$ cat src/rtl/core/ndefrp_pkg.sv
// shared byte kinds, error codes, header flag bits and tnf value of the ndef record parser
package ndefrp_pkg;

    localparam logic [2:0] KIND_FLAGS    = 3'd0;
    localparam logic [2:0] KIND_TYPE_LEN = 3'd1;
    localparam logic [2:0] KIND_PAY_LEN  = 3'd2;
    localparam logic [2:0] KIND_ID_LEN   = 3'd3;
    localparam logic [2:0] KIND_TYPE     = 3'd4;
    localparam logic [2:0] KIND_ID       = 3'd5;
    localparam logic [2:0] KIND_PAYLOAD  = 3'd6;
    localparam logic [2:0] KIND_IGNORED  = 3'd7;

    localparam logic [2:0] ERR_NONE         = 3'd0;
    localparam logic [2:0] ERR_REPEAT_BEGIN = 3'd1;
    localparam logic [2:0] ERR_REPEAT_END   = 3'd2;
    localparam logic [2:0] ERR_CHUNK_RULE   = 3'd3;
    localparam logic [2:0] ERR_CHUNK_TYPE   = 3'd4;
    localparam logic [2:0] ERR_CHUNK_ID     = 3'd5;
    localparam logic [2:0] ERR_TRUNCATED    = 3'd6;

    localparam int FLAG_MB = 7;
    localparam int FLAG_ME = 6;
    localparam int FLAG_CF = 5;
    localparam int FLAG_SR = 4;
    localparam int FLAG_IL = 3;

    localparam logic [2:0] TNF_UNCHANGED = 3'd6;

endpackage

$ cat src/rtl/core/ndef_record_parser_unit.sv
// NDEF record stream parser: one message byte in, one tagged byte out
// input channel: i_valid / o_stall carry i_data_byte and i_last_byte, one byte a beat;
//   i_last_byte marks the final byte of a message
// output channel: o_valid / i_stall carry the tagged byte: kind, tnf, chunk flag,
//   record end, error code and message end
// an accepted beat goes into the input register, is decoded against the record state
//   and lands in the result register; an output stall can hold it in the input register
// throughput: one byte per cycle while the output is not stalled; the record state is
//   updated by a single pass of logic per byte, so the next byte may follow directly
// a stall on the output holds the result register; the input register still takes
//   one more beat, then o_stall rises until the result register frees
// reset (synchronous, active low) empties both registers and returns the parser to
//   the start of a message; the last header flags are kept across messages
// after an error every further byte of the message comes out as ignored; the final
//   byte of a message always restarts the parser
module ndef_record_parser_unit (
    input  logic       i_clk,
    input  logic       i_rst_n,
    input  logic       i_valid,
    output logic       o_stall,
    input  logic [7:0] i_data_byte,
    input  logic       i_last_byte,
    output logic       o_valid,
    input  logic       i_stall,
    output logic [2:0] o_byte_kind,
    output logic [7:0] o_out_byte,
    output logic [2:0] o_name_format,
    output logic       o_chunk_follows,
    output logic       o_record_done,
    output logic [2:0] o_error_code,
    output logic       o_message_done
);

    typedef enum logic [2:0] {
        PH_FLAGS = 3'd0,
        PH_TLEN  = 3'd1,
        PH_PLEN  = 3'd2,
        PH_ILEN  = 3'd3,
        PH_TYPE  = 3'd4,
        PH_ID    = 3'd5,
        PH_PAY   = 3'd6
    } t_phase;

    // input register
    logic       r_in_valid;
    logic [7:0] r_in_byte;
    logic       r_in_last;

    // record state
    t_phase      r_phase,        n_phase;
    logic [7:0]  r_hdr,          n_hdr;
    logic [1:0]  r_len_left,     n_len_left;
    logic [7:0]  r_type_left,    n_type_left;
    logic [7:0]  r_id_left,      n_id_left;
    logic [31:0] r_pay_left,     n_pay_left;
    logic        r_seen_begin,   n_seen_begin;
    logic        r_seen_end,     n_seen_end;
    logic        r_chunk_pend,   n_chunk_pend;
    logic        r_err_hold,     n_err_hold;

    // result register
    logic       r_out_valid;
    logic [2:0] r_kind;
    logic [7:0] r_byte;
    logic [2:0] r_tnf;
    logic       r_cf;
    logic       r_rec_done;
    logic [2:0] r_err;
    logic       r_msg_done;

    logic       take_in;
    logic       move;
    logic [2:0] kind;
    logic [2:0] err;
    logic       ended;
    logic       rec_done;
    t_phase     adv_phase;

    // next body section after the counters settle; flags phase means record end
    function automatic t_phase body_phase(input logic [7:0]  type_left,
                                          input logic [7:0]  id_left,
                                          input logic [31:0] pay_left);
        t_phase ph;
        if (type_left != 8'd0) begin
            ph = PH_TYPE;
        end else if (id_left != 8'd0) begin
            ph = PH_ID;
        end else if (pay_left != 32'd0) begin
            ph = PH_PAY;
        end else begin
            ph = PH_FLAGS;
        end
        return ph;
    endfunction

    assign move    = r_in_valid && (!r_out_valid || !i_stall);
    assign o_stall = r_in_valid && !move;
    assign take_in = i_valid && !o_stall;

    always_comb begin
        n_phase      = r_phase;
        n_hdr        = r_hdr;
        n_len_left   = r_len_left;
        n_type_left  = r_type_left;
        n_id_left    = r_id_left;
        n_pay_left   = r_pay_left;
        n_seen_begin = r_seen_begin;
        n_seen_end   = r_seen_end;
        n_chunk_pend = r_chunk_pend;
        n_err_hold   = r_err_hold;
        kind         = ndefrp_pkg::KIND_IGNORED;
        err          = ndefrp_pkg::ERR_NONE;
        ended        = 1'b0;
        adv_phase    = PH_FLAGS;

        if (!r_err_hold) begin
            case (r_phase)
                PH_TLEN: begin
                    kind        = ndefrp_pkg::KIND_TYPE_LEN;
                    n_type_left = r_in_byte;
                    if (r_hdr[2:0] == ndefrp_pkg::TNF_UNCHANGED && r_in_byte != 8'd0) begin
                        err = ndefrp_pkg::ERR_CHUNK_TYPE;
                    end else begin
                        n_phase    = PH_PLEN;
                        n_len_left = r_hdr[ndefrp_pkg::FLAG_SR] ? 2'd0 : 2'd3;
                    end
                end
                PH_PLEN: begin
                    kind       = ndefrp_pkg::KIND_PAY_LEN;
                    n_pay_left = {r_pay_left[23:0], r_in_byte};
                    if (r_len_left == 2'd0) begin
                        if (r_hdr[ndefrp_pkg::FLAG_IL]) begin
                            n_phase = PH_ILEN;
                        end else begin
                            adv_phase = body_phase(r_type_left, r_id_left, n_pay_left);
                            n_phase   = adv_phase;
                            ended     = (adv_phase == PH_FLAGS);
                        end
                    end else begin
                        n_len_left = r_len_left - 2'd1;
                    end
                end
                PH_ILEN: begin
                    kind      = ndefrp_pkg::KIND_ID_LEN;
                    n_id_left = r_in_byte;
                    if (r_hdr[2:0] == ndefrp_pkg::TNF_UNCHANGED && r_in_byte != 8'd0) begin
                        err = ndefrp_pkg::ERR_CHUNK_ID;
                    end else begin
                        adv_phase = body_phase(r_type_left, r_in_byte, r_pay_left);
                        n_phase   = adv_phase;
                        ended     = (adv_phase == PH_FLAGS);
                    end
                end
                PH_TYPE: begin
                    kind = ndefrp_pkg::KIND_TYPE;
                    if (r_type_left != 8'd0) begin
                        n_type_left = r_type_left - 8'd1;
                    end
                    adv_phase = body_phase(n_type_left, r_id_left, r_pay_left);
                    n_phase   = adv_phase;
                    ended     = (adv_phase == PH_FLAGS);
                end
                PH_ID: begin
                    kind = ndefrp_pkg::KIND_ID;
                    if (r_id_left != 8'd0) begin
                        n_id_left = r_id_left - 8'd1;
                    end
                    adv_phase = body_phase(r_type_left, n_id_left, r_pay_left);
                    n_phase   = adv_phase;
                    ended     = (adv_phase == PH_FLAGS);
                end
                PH_PAY: begin
                    kind = ndefrp_pkg::KIND_PAYLOAD;
                    if (r_pay_left != 32'd0) begin
                        n_pay_left = r_pay_left - 32'd1;
                    end
                    adv_phase = body_phase(r_type_left, r_id_left, n_pay_left);
                    n_phase   = adv_phase;
                    ended     = (adv_phase == PH_FLAGS);
                end
                default: begin
                    kind  = ndefrp_pkg::KIND_FLAGS;
                    n_hdr = r_in_byte;
                    if (r_in_byte[ndefrp_pkg::FLAG_MB] && r_seen_begin) begin
                        err = ndefrp_pkg::ERR_REPEAT_BEGIN;
                    end else if (r_in_byte[ndefrp_pkg::FLAG_ME] && r_seen_end) begin
                        err = ndefrp_pkg::ERR_REPEAT_END;
                    end else if (r_chunk_pend !=
                                 (r_in_byte[2:0] == ndefrp_pkg::TNF_UNCHANGED)) begin
                        err = ndefrp_pkg::ERR_CHUNK_RULE;
                    end else begin
                        n_seen_begin = 1'b1;
                        if (r_in_byte[ndefrp_pkg::FLAG_ME]) begin
                            n_seen_end = 1'b1;
                        end
                        n_chunk_pend = r_in_byte[ndefrp_pkg::FLAG_CF];
                        n_type_left  = 8'd0;
                        n_id_left    = 8'd0;
                        n_pay_left   = 32'd0;
                        n_len_left   = 2'd0;
                        n_phase      = PH_TLEN;
                    end
                end
            endcase

            if (err != ndefrp_pkg::ERR_NONE) begin
                n_err_hold = 1'b1;
                ended      = 1'b0;
            end else if (r_in_last && (n_phase != PH_FLAGS || n_chunk_pend)) begin
                err        = ndefrp_pkg::ERR_TRUNCATED;
                n_err_hold = 1'b1;
            end
        end

        // end of message restarts the parser, header flags stay
        if (r_in_last) begin
            n_phase      = PH_FLAGS;
            n_len_left   = 2'd0;
            n_type_left  = 8'd0;
            n_id_left    = 8'd0;
            n_pay_left   = 32'd0;
            n_seen_begin = 1'b0;
            n_seen_end   = 1'b0;
            n_chunk_pend = 1'b0;
            n_err_hold   = 1'b0;
        end
    end

    assign rec_done = ended && (err == ndefrp_pkg::ERR_NONE) && !n_hdr[ndefrp_pkg::FLAG_CF];

    always_ff @(posedge i_clk) begin
        if (!i_rst_n) begin
            r_in_valid   <= 1'b0;
            r_out_valid  <= 1'b0;
            r_phase      <= PH_FLAGS;
            r_hdr        <= 8'd0;
            r_len_left   <= 2'd0;
            r_type_left  <= 8'd0;
            r_id_left    <= 8'd0;
            r_pay_left   <= 32'd0;
            r_seen_begin <= 1'b0;
            r_seen_end   <= 1'b0;
            r_chunk_pend <= 1'b0;
            r_err_hold   <= 1'b0;
        end else begin
            if (take_in) begin
                r_in_valid <= 1'b1;
            end else if (move) begin
                r_in_valid <= 1'b0;
            end

            if (move) begin
                r_out_valid  <= 1'b1;
                r_phase      <= n_phase;
                r_hdr        <= n_hdr;
                r_len_left   <= n_len_left;
                r_type_left  <= n_type_left;
                r_id_left    <= n_id_left;
                r_pay_left   <= n_pay_left;
                r_seen_begin <= n_seen_begin;
                r_seen_end   <= n_seen_end;
                r_chunk_pend <= n_chunk_pend;
                r_err_hold   <= n_err_hold;
            end else if (!i_stall) begin
                r_out_valid <= 1'b0;
            end
        end

        if (take_in) begin
            r_in_byte <= i_data_byte;
            r_in_last <= i_last_byte;
        end

        if (move) begin
            r_kind     <= kind;
            r_byte     <= r_in_byte;
            r_err      <= err;
            r_msg_done <= r_in_last;
            if (kind == ndefrp_pkg::KIND_IGNORED) begin
                r_tnf      <= 3'd0;
                r_cf       <= 1'b0;
                r_rec_done <= 1'b0;
            end else begin
                r_tnf      <= n_hdr[2:0];
                r_cf       <= n_hdr[ndefrp_pkg::FLAG_CF];
                r_rec_done <= rec_done;
            end
        end
    end

    assign o_valid         = r_out_valid;
    assign o_byte_kind     = r_kind;
    assign o_out_byte      = r_byte;
    assign o_name_format   = r_tnf;
    assign o_chunk_follows = r_cf;
    assign o_record_done   = r_rec_done;
    assign o_error_code    = r_err;
    assign o_message_done  = r_msg_done;

endmodule

$ cat config.mk
export PLATFORM = sky130hd
export DESIGN_NAME = ndef_record_parser_unit
export DESIGN_NICKNAME = d
export VERILOG_FILES = /design/src/rtl/core/ndefrp_pkg.sv /design/src/rtl/core/ndef_record_parser_unit.sv
export SDC_FILE = /design/constraint.sdc
export NUM_CORES = 1
export LEC_CHECK = 0
export BUFFER_PORTS_ARGS = -buffer_cell sky130_fd_sc_hd__buf_2
export CORE_MARGIN = 8
export CORE_UTILIZATION = 25
export DETAILED_ROUTE_END_ITERATION = 8
export PLACE_DENSITY = 0.44
export SLEW_MARGIN = 20
export SYNTH_ARGS = -nofsm -noshare
export SYNTH_HDL_FRONTEND = slang
export SYNTH_SLANG_ARGS = --single-unit
$ cat constraint.sdc
create_clock -name i_clk -period 8.58 [get_ports i_clk]
set_input_delay 0.858 -clock i_clk [delete_from_list [all_inputs] [get_ports i_clk]]
set_output_delay 0.858 -clock i_clk [all_outputs]
set_load 0.05 [all_outputs]
# Word level (Yosys, flattened, before mapping)
# Index checks and enable logic that the tools add are counted.
totals:
  ff_bits: 94
  input_bits: 13
  output_inout_bits: 22
  word_cells: 229
classes:
  n_addsub: 4
  n_eq_ne: 34
  muxes: 118
  bitwise: 2
  reduce_logical: 49
op_table:
  columns: ["operator", "count"]
  rows:
  - ["2-to-1 mux 32 bit", 8]
  - ["2-to-1 mux 3 bit", 43]
  - ["2-to-1 mux 8 bit", 13]
  - ["one-hot mux 32 bit (3 select lines)", 1]
  - ["nonzero test 32 bit", 3]
  - ["!= test 4 x 2 -> 1 bit (second input constant)", 12]
  - ["one-hot mux 8 bit (3 select lines)", 2]
  - ["nonzero test 8 bit", 5]
  - ["one-hot mux 3 bit (6 select lines)", 2]
  - ["2-to-1 mux 1 bit", 33]
  - ["subtractor 32 x 1 -> 32 bit (second input constant)", 1]
  - ["AND reduction 6 bit", 4]
  - ["2-to-1 mux 2 bit", 11]
  - ["OR reduction 4 bit", 5]
  - ["equality test 3 bit (second input constant)", 6]
  - ["logical NOT 3 bit", 6]
  - ["subtractor 8 x 1 -> 8 bit (second input constant)", 2]
  - ["2-to-1 mux 6 bit", 2]
  - ["!= test 2 x 1 -> 1 bit (second input constant)", 6]
  - ["logical AND 1 bit", 9]
  - ["one-hot mux 3 bit (3 select lines)", 1]
  - ["!= test 2 bit (second input constant)", 4]
  - ["AND reduction 8 bit", 1]
  - ["AND reduction 7 bit", 1]
  - ["other kinds (16)", 26]

# Logic depth before layout (Yosys ltp)
# Gate-level depths: netlist of run 1.
depth:
  ltp_word: 21
  depth_mapped: 13
  ltp_nobuf: 11

# Least setup slack after synthesis of run 1
# Ideal clock, no wire load.
synth_path:
  kind: "reg2reg"
  startpoint: "reg r_id_left[0]"
  endpoint: "reg r_err[1], in the netlist o_error_code[1] (data pin)"
  setup_ns: 0.276
  t_arrival_ns: 3.133
  required_time_ns: 8.304
  path_slack_ns: 5.171
  path_stages_with_launch: 13
  path_buffers: 1
  synth_period_minus_slack_ns: 3.409
  path_cell_list: "dfxtp_1 clkbuf_1 inv_1 ha_1 or4b_1 or2_1 mux2_1 a31oi_1 o22ai_1 a221o_1 or3_1 o31ai_2 o22ai_1"
synth_via:
  elab_chain_len: 17
  elab_cells_between_ends: 34
  cone_classes: "1 x add/sub; 28 x mux; 5 x reduce/logical"
synth_lines:
  columns: ["element", "line_no", "text"]
  rows:
  - ["start: declaration", "ndef_record_parser_unit.sv:54", "logic [7:0] r_id_left, n_id_left;"]
  - ["start signal: assignment", "ndef_record_parser_unit.sv:258", "r_id_left <= n_id_left;"]
  - ["subtractor 8 x 1 -> 8 bit / nonzero test 8 bit (equally long branches)", "ndef_record_parser_unit.sv:166, ndef_record_parser_unit.sv:86, ndef_record_parser_unit.sv:165", null]
  - ["2-to-1 mux 8 bit / 2-to-1 mux 3 bit (equally long branches)", "ndef_record_parser_unit.sv:165, ndef_record_parser_unit.sv:86", null]
  - ["2-to-1 mux 8 bit / 2-to-1 mux 3 bit (equally long branches)", "ndef_record_parser_unit.sv:117, ndef_record_parser_unit.sv:84", null]
  - ["2-to-1 mux 8 bit / 2-to-1 mux 3 bit (equally long branches)", "ndef_record_parser_unit.sv:116, ndef_record_parser_unit.sv:132", null]
  - ["nonzero test 8 bit / 2-to-1 mux 3 bit (equally long branches)", "ndef_record_parser_unit.sv:86, ndef_record_parser_unit.sv:131", null]
  - ["2-to-1 mux 3 bit (on tied branches)", "ndef_record_parser_unit.sv:86, ndef_record_parser_unit.sv:117", null]
  - ["2-to-1 mux 3 bit (on tied branches)", "ndef_record_parser_unit.sv:84, ndef_record_parser_unit.sv:116", null]
  - ["2-to-1 mux 3 bit (on tied branches)", "ndef_record_parser_unit.sv:117, ndef_record_parser_unit.sv:132", null]
  - ["[2 not listed]", null, null]
  - ["2-to-1 mux 3 bit (*)", "ndef_record_parser_unit.sv:116", "if (!r_err_hold) begin"]
  - ["nonzero test 3 bit (*)", "ndef_record_parser_unit.sv:209", "end else if (r_in_last && (n_phase != PH_FLAGS || n_chunk_pend)) begin"]
  - ["logical OR 1 bit (*)", "ndef_record_parser_unit.sv:209", null]
  - ["logical AND 1 bit (*)", "ndef_record_parser_unit.sv:209", null]
  - ["2-to-1 mux 3 bit (*)", "ndef_record_parser_unit.sv:209", null]
  - ["2-to-1 mux 3 bit (*)", "ndef_record_parser_unit.sv:206", "if (err != ndefrp_pkg::ERR_NONE) begin"]
  - ["2-to-1 mux 3 bit (*)", "ndef_record_parser_unit.sv:116", null]
  - ["net err[1]", "ndef_record_parser_unit.sv:74", "logic [2:0] err;"]
  - ["end signal: assignment", "ndef_record_parser_unit.sv:277", "r_err <= err;"]
  - ["end: declaration", "ndef_record_parser_unit.sv:68", "logic [2:0] r_err;"]
# Mark *: on every way through the listed nets, which the timed path passes. The rest lies on a longest branch. The select of a mux whose other input is x is not followed.
# A chain may end at the register's enable or synchronous reset.

# Worst setup path after layout of run 1
layout_path:
  startpoint: "reg r_pay_left[0]"
  endpoint: "reg r_err[1], in the netlist o_error_code[1] (data pin)"
layout_via:
  elab_chain_len: 18
  elab_cells_between_ends: 44
  cone_classes: "1 x add/sub; 37 x mux; 6 x reduce/logical"
layout_lines:
  columns: ["element", "line_no", "text"]
  rows:
  - ["start: declaration", "ndef_record_parser_unit.sv:55", "logic [31:0] r_pay_left, n_pay_left;"]
  - ["start signal: assignment", "ndef_record_parser_unit.sv:259", "r_pay_left <= n_pay_left;"]
  - ["subtractor 32 x 1 -> 32 bit, or another cell as far along", "ndef_record_parser_unit.sv:175", "n_pay_left = r_pay_left - 32'd1;"]
  - ["2-to-1 mux 32 bit / 2-to-1 mux 3 bit (equally long branches)", "ndef_record_parser_unit.sv:174, ndef_record_parser_unit.sv:88", null]
  - ["2-to-1 mux 32 bit / 2-to-1 mux 3 bit (equally long branches)", "ndef_record_parser_unit.sv:117, ndef_record_parser_unit.sv:86", null]
  - ["2-to-1 mux 32 bit / 2-to-1 mux 3 bit (equally long branches)", "ndef_record_parser_unit.sv:116, ndef_record_parser_unit.sv:84", null]
  - ["nonzero test 32 bit / 2-to-1 mux 3 bit (equally long branches)", "ndef_record_parser_unit.sv:88, ndef_record_parser_unit.sv:132", null]
  - ["2-to-1 mux 3 bit (on tied branches)", "ndef_record_parser_unit.sv:88, ndef_record_parser_unit.sv:131", null]
  - ["2-to-1 mux 3 bit (on tied branches)", "ndef_record_parser_unit.sv:86, ndef_record_parser_unit.sv:117", null]
  - ["2-to-1 mux 3 bit (on tied branches)", "ndef_record_parser_unit.sv:84, ndef_record_parser_unit.sv:116", null]
  - ["[3 not listed]", null, null]
  - ["2-to-1 mux 3 bit (*)", "ndef_record_parser_unit.sv:116", null]
  - ["nonzero test 3 bit (*)", "ndef_record_parser_unit.sv:209", null]
  - ["logical OR 1 bit (*)", "ndef_record_parser_unit.sv:209", null]
  - ["logical AND 1 bit (*)", "ndef_record_parser_unit.sv:209", null]
  - ["2-to-1 mux 3 bit (*)", "ndef_record_parser_unit.sv:209", null]
  - ["2-to-1 mux 3 bit (*)", "ndef_record_parser_unit.sv:206", null]
  - ["2-to-1 mux 3 bit (*)", "ndef_record_parser_unit.sv:116", null]
  - ["net err[1]", "ndef_record_parser_unit.sv:74", null]
# Marked as above.

==> results.ini, run 1 <==
[run_status]
status = finished clean

[detailed_routing]
wl_per_cell_um = 18.0
drt_first_pass_iters = 5
first_iter_violations = 395
antenna_left = 0
vias = 5549
viasPerCell = 5.23
post-route-drc-count = 0
wirelength_um = 19100

[sta]
report.final.slew_viol_count = 0
fin_skew_ns = 0.0103
post-route-min-period_ns = 4.10
finalSetupViolCount = 0
hold_viol = 0
setup_slack_ns = 4.48
max-slew-margin-rel_pct = 35.2
rsz0062_at_grt = false
worstMarginPinSlew_ns = 0.965
finalSetupTns_ns = 0
fin_crit_sh_pct = 47.8
max_freq_mhz = 244

[placement]
dp_slack_ns = 4.53
io_buffers = 34
dp_hpwl_um = 13100
gp_congestion = 0.840

[yosys]
syn-cell-area_um2 = 6070
synthMuxAreaShare_pct = 2.86
ys.flop_type = dfxtp_1
yosys.area_share.simple_pct = 28.2
synth_area_per_cell_um2 = 8.19
ys_types = 69
yosysTopAreaCell = dfxtp_1
synth_cells = 742
syn_nets = 761
synth-xor-area-share_pct = 3.46
synth-compound-area-share_pct = 23.7
seq_area_frac_synth_pct = 35.8
yosys-top-cells-area = dfxtp_1 21%, edfxtp_1 14%, a22oi_1 5.8%, nand2_1 5.6%, nor2b_1 5.3%
synth-async-reset-ratio_pct = 0
synth_top_family_by_area = simple AND/OR/NAND/NOR gates
synth-edff-count = 29
synth_warnings = 0
ys_seq_elements = 94
synth_fa_ha_area_share_pct = 1.24
netlist.area_leader.share_pct = 21.4

[worst_setup_path]
cp_data_required_time_ns = 8.66
cp-start-kind = flip-flop
cp_max_fo = 13
path_class = reg -> reg
crit_chain = inv_1 -> ha_1 -> nor3b_1 -> nand4_1 -> a2111oi_0 -> xor2_1 -> or4b_4 -> nor4_4 -> a31oi_1 -> o31ai_2 -> o22ai_1
crit_arrival_ns = 4.18
max_stage_delay_ns = 0.56
critPathCaptureType = flip-flop
r2r_setup_slack_ns = 4.48
slowest_stage = a2111oi_0

[clocking]
cts_sinks = 94
cts_tree = built
clkLatencyLatePin_ns = 0.37
cts_setup_buffers = 0
cts_made_buffers = 9
cts_buffer_depth = 2
cts_resized = 0
clk_pin_slew_ns = 0.08
clk_root_buffer_cell = clkbuf_16
cts-htree-levels = 3
cts_hold_repair.buffers = 0

[flow_run]
maxCapViolCount = 0

[finish]
drive_gt1_share_pct = 9.77
antenna_cells = 0
finalNetCount = 751
most-common-layout-cells = 91 x nand2_1, 65 x dfxtp_1, 51 x nor2b_1, 47 x a22oi_1, 40 x o21ai_0
area_delta_synth_final_pct = 11.5
mostFrequentLayoutCell = nand2_1

[global_route]
gr-total-overflow = 0
grt_pass1_vias = 5312
antenna_found_initial = 0
grt_max_degree = 66
track_usage_pct = 13.2
grt_pass1_wl_um = 30800

[pwr]
leakagePower_nw = 2.37
ir_drop_mv = 0.0912
p_per_area_nw_per_um2 = 149

[die]
die_area_um2 = 29500
die-height_um = 172
core_um2 = 24100
die_x_um = 172
num_io_pins = 35
initial_core_util_pct = 25.2
placementRows = 57

[min_path]
hold_path_class = reg -> reg

per-stage QoR:
step / cell area [µm²] / hold WS (ns) / total power, mW / cells / util [%]
5_1_grt: 6770 / 0.515 / 1.04 / 1061 / 28.1
3_3_place_gp: 6450 / 0.457 / 0.595 / 1045 / 26.8
2_1_floorplan: 6070 / 0.424 / 0.561 / 742 / -
6_report: 6770 / 0.465 / 1.01 / 1061 / 28.1
4_1_cts: 6770 / 0.471 / 1.02 / 1061 / 28.1
3_5_place_dp: 6450 / 0.462 / 0.594 / 1045 / 26.8
state kept, by name, summed over array words and instances (netlist names), 2 cells and up:
register	count
r_len_left	2
r_phase	3
r_type_left	8
r_hdr	6
r_id_left	8
o_error_code	3
r_pay_left	32
r_in_byte	8
o_byte_kind	3
o_name_format	3
o_out_byte	8
layout make-up:
type / instances / area [µm²]
fill: 2633 / 17300
multi-input combinational: 573 / 3620
sequential: 94 / 2170
tap: 324 / 405
clock buffer: 9 / 225
timing repair buffer: 38 / 203
clock inverter: 7 / 86.3
inverter: 16 / 60.1
Yosys cell counts (17+ instances only):
master / n
a21boi_0: 17
a21oi_1: 21
a22oi_1: 47
clkbuf_1: 50
dfxtp_1: 65
edfxtp_1: 29
nand2_1: 91
nor2_1: 37
nor2b_1: 51
nor3_1: 25
nor4_1: 19
o21ai_0: 40
or3_1: 20
worst paths after layout:
path                           to  cells past startpoint     startpoint
setup / recovery  o_error_code[1]                     11  r_pay_left[0]
hold / removal      r_len_left[1]                      2  r_len_left[1]
setup reg to reg  o_error_code[1]                     11  r_pay_left[0]
hold reg to reg     r_len_left[1]                      2  r_len_left[1]
where the power goes:
group          total [mW]  switching, mW  leakage (nW)  internal [mW]
Combinational      0.0985         0.0694          1.41         0.0291
Sequential          0.485         0.0141         0.803          0.471
Clock               0.423          0.213         0.151          0.210
cells by family (layout without fill, tap and decap cells):
logic type,Yosys count,count (layout)
simple gates,319,319
compound gates,207,207
flops,94,94
buf+inv,75,70
xor+xnor,24,24
mux,17,17
fa+ha+maj,6,6
worst max-delay path, delay by kind of cell (launching register included):
kind	cells	cell delay (ns)
AO/OA/AOI/OAI	4	1.22
buffers and inverters	1	0.16
AND/OR/NAND/NOR	4	1.65
flip-flops	1	0.38
adder cells (fa/ha/maj)	1	0.26
XOR/XNOR	1	0.15
routing by layer:
layer	wire length [µm]	vias to the layer above	global-route usage [%]
met5	0	-	0
met4	326	0	4.76
met3	737	23	1.78
met2	8860	141	21.4
met1	9170	2661	17.7
li1	-	2724	-
Power figures use the tool's default switching activity.
==> run 2, diff against run 1 <==
--- a/config.mk
+++ b/config.mk
@@ -5,11 +5,12 @@
 export SDC_FILE = /design/constraint.sdc
 export NUM_CORES = 1
 export LEC_CHECK = 0
+export ABC_AREA = 1
 export BUFFER_PORTS_ARGS = -buffer_cell sky130_fd_sc_hd__buf_2
 export CORE_MARGIN = 8
 export CORE_UTILIZATION = 25
 export DETAILED_ROUTE_END_ITERATION = 8
-export PLACE_DENSITY = 0.44
+export PLACE_DENSITY = 0.46
 export SLEW_MARGIN = 20
 export SYNTH_ARGS = -nofsm -noshare
 export SYNTH_HDL_FRONTEND = slang
==> constraint.sdc (replaced) <==
create_clock -name i_clk -period 3.3 [get_ports i_clk]
set_input_delay 0.33 -clock i_clk [delete_from_list [all_inputs] [get_ports i_clk]]
set_output_delay 0.33 -clock i_clk [all_outputs]
set_load 0.05 [all_outputs]
==> run 2 against run 1 <==
Net effect:
- wire length grew 4.6%
- critical path type unchanged
- total power grew to 2.6 times the previous value
- utilization grew 1.3 points
- highest routed layer unchanged
- largest power group unchanged
==> results.ini, run 2 <==
[run_status]
status = finished clean

[yosys]
yosys.area_share.simple_pct = 35.3
ys_types = 43
synth_cells = 950
synth-compound-area-share_pct = 16.9
synth-edff-count = 29
synth_top_family_by_area = simple AND/OR/NAND/NOR gates
yosys-top-cells-area = dfxtp_1 21%, nand2_1 18%, edfxtp_1 14%, nor2_1 7.5%, inv_1 6.5%
ys_seq_elements = 94
synth_commonest_cells = 291 x nand2_1, 124 x nor2_1, 107 x inv_1
syn-cell-area_um2 = 6190
seq_area_frac_synth_pct = 35.1
ys.flop_type = dfxtp_1
synth-xor-area-share_pct = 1.84
synth-async-reset-ratio_pct = 0
synth_warnings = 0
yosysTopAreaCell = dfxtp_1
synth_fa_ha_area_share_pct = 1.21
netlist.area_leader.share_pct = 21.0
syn_nets = 969
synthMuxAreaShare_pct = 0
synth_area_per_cell_um2 = 6.51
yosysMostFrequentCell = nand2_1

[detailed_routing]
first_iter_violations = 503
antenna_left = 0
vias = 6202
drt_first_pass_iters = 5
viasPerCell = 4.68
wl_per_cell_um = 15.1
post-route-drc-count = 0
wirelength_um = 20000

[sta]
fin_crit_sh_pct = 86.8
report.final.slew_viol_count = 0
max_freq_mhz = 349
hold_viol = 0
rsz0062_at_grt = false
finalSetupViolCount = 0
finalSetupTns_ns = 0
worstMarginPinSlew_ns = 0.856
fin_skew_ns = 0.00769
post-route-min-period_ns = 2.86
max-slew-margin-rel_pct = 42.9

[global_route]
track_usage_pct = 13.4
grt_max_degree = 46
grt_pass1_wl_um = 32800
antenna_found_initial = 0
gr-total-overflow = 0
grt_pass1_vias = 5988

[worst_setup_path]
r2r_end = o_error_code[2]
cp-start-kind = flip-flop
cp_data_required_time_ns = 3.40
crit_arrival_ns = 2.96
reg2regPathDepth = 18
r2r-start = r_pay_left[0]
cp_max_fo = 21
critPathCaptureType = flip-flop
path_class = reg -> reg
r2r_setup_slack_ns = 0.44

[finish]
largest_reg_flops = 32
finish.instance_area_um2 = 7150
postLayoutCoreUtil_pct = 29.4
drive_gt1_share_pct = 13.2
multi_input_area_um2 = 3420
register_area_um2 = 2170
most-common-layout-cells = 291 x nand2_1, 123 x nor2_1, 107 x inv_1, 65 x dfxtp_1, 64 x a21oi_1
regMostFlops = r_pay_left
finalNetCount = 1016
mostFrequentLayoutCell = nand2_1
filler_cell_count = 2714
finalNonFillerCells = 1326
antenna_cells = 0
area_delta_synth_final_pct = 15.6

[min_path]
min_to = r_in_byte[7]
hold_depth = 1
hold_path_class = in -> reg
min-delay-start = i_data_byte[7]

[placement]
placed_cells = 1310
dp_hpwl_um = 15400
io_buffers = 34
gp_congestion = 0.904
placed_area_um2 = 6850

[pwr]
p_per_area_nw_per_um2 = 369
leakagePower_nw = 3.24
ir_drop_mv = 0.215

[flow_run]
maxCapViolCount = 0

[clocking]
cts_sinks = 94
clk_root_buffer_cell = clkbuf_16
cts_hold_repair.buffers = 0
cts_setup_buffers = 0
cts_made_buffers = 9
clk_pin_slew_ns = 0.08
cts-htree-levels = 3
cts_buffer_depth = 2
cts_tree = built
clkLatencyLatePin_ns = 0.36
cts_resized = 0

[die]
placementRows = 57
die_area_um2 = 30000
core_um2 = 24300
num_io_pins = 35
initial_core_util_pct = 25.4
die-height_um = 173
die_x_um = 173

[run 2: cell types whose count changed after synthesis, moves of 17 or more]
cell | before | now
a21boi_0 | 17 | 0
a21oi_1 | 21 | 64
a22oi_1 | 47 | 9
clkbuf_1 | 50 | 18
inv_1 | 15 | 107
nand2_1 | 91 | 291
nand3_1 | 16 | 40
nor2_1 | 37 | 124
nor2b_1 | 51 | 0
nor3_1 | 25 | 7
nor4_1 | 19 | 0
o22ai_1 | 9 | 45
or3_1 | 20 | 0
[run 2: kinds of logic after synthesis]
logic type	Yosys count
flip-flops	94
XOR/XNOR	13
buffers and inverters	147
AND/OR/NAND/NOR	509
AO/OA/AOI/OAI	181
adder cells (fa/ha/maj)	6
[run 2: report_power, final]
part           internal, mW  total (mW)  switching [mW]
Clock                 0.539        1.07           0.531
Combinational        0.0850       0.316           0.231
Sequential             1.23        1.25          0.0225
[run 2: critical path: stages (launching register included)]
cell and delay, ns:
dfxtp_1 0.33, inv_1 0.12, ha_1 0.29, nand2_4 0.11, nor2_4 0.15, nand4_4 0.24, buf_12 0.24, nand2_1 0.09
nand2_1 0.06, nor2_1 0.15, nand2_1 0.09, nor2_2 0.14, nand3_1 0.10, nand2_1 0.08, nand3_2 0.08, nor2_2 0.10
nand2_2 0.07, nand3_1 0.07, a21oi_1 0.09
[run 2: layout make-up]
cell class	count	area share (%)
multi-input combinational	709	47.8
sequential	94	30.4
inverter	119	6.24
timing repair buffer	64	5.70
tap	324	5.67
clock buffer	9	3.15
clock inverter	7	1.03
[run 2: stage by stage]
step | hold slack [ns] | power (mW) | setup WS (ns)
2_1_floorplan | 0.421 | 1.50 | 0.291
3_3_place_gp | 0.431 | 1.60 | 0.484
3_5_place_dp | 0.435 | 1.60 | 0.441
4_1_cts | 0.130 | 2.68 | 0.429
5_1_grt | 0.132 | 2.76 | 0.200
6_report | 0.142 | 2.64 | 0.435
[run 2: layer usage]
metal  up-vias  part of all wire (%)  track usage (%)
li1       3188                     -                -
met1      2849                    49             18.4
met2       144                    45             21.0
met3        21                   4.8             2.31
met4         0                   1.7             4.13
met5         -                     0                0
[run 2: worst max path at each step]
stage                     slack [ns]     startpoint               to  cells after the start
after floorplan                 0.29        o_valid   r_type_left[0]                     13
after global placement          0.48  r_pay_left[0]  o_error_code[2]                     18
after detailed placement        0.44  r_pay_left[0]  o_error_code[2]                     18
after CTS                       0.43  r_pay_left[0]  o_error_code[2]                     18
after global routing            0.20  r_pay_left[0]  o_error_code[2]                     18
final                           0.44  r_pay_left[0]  o_error_code[2]                     18
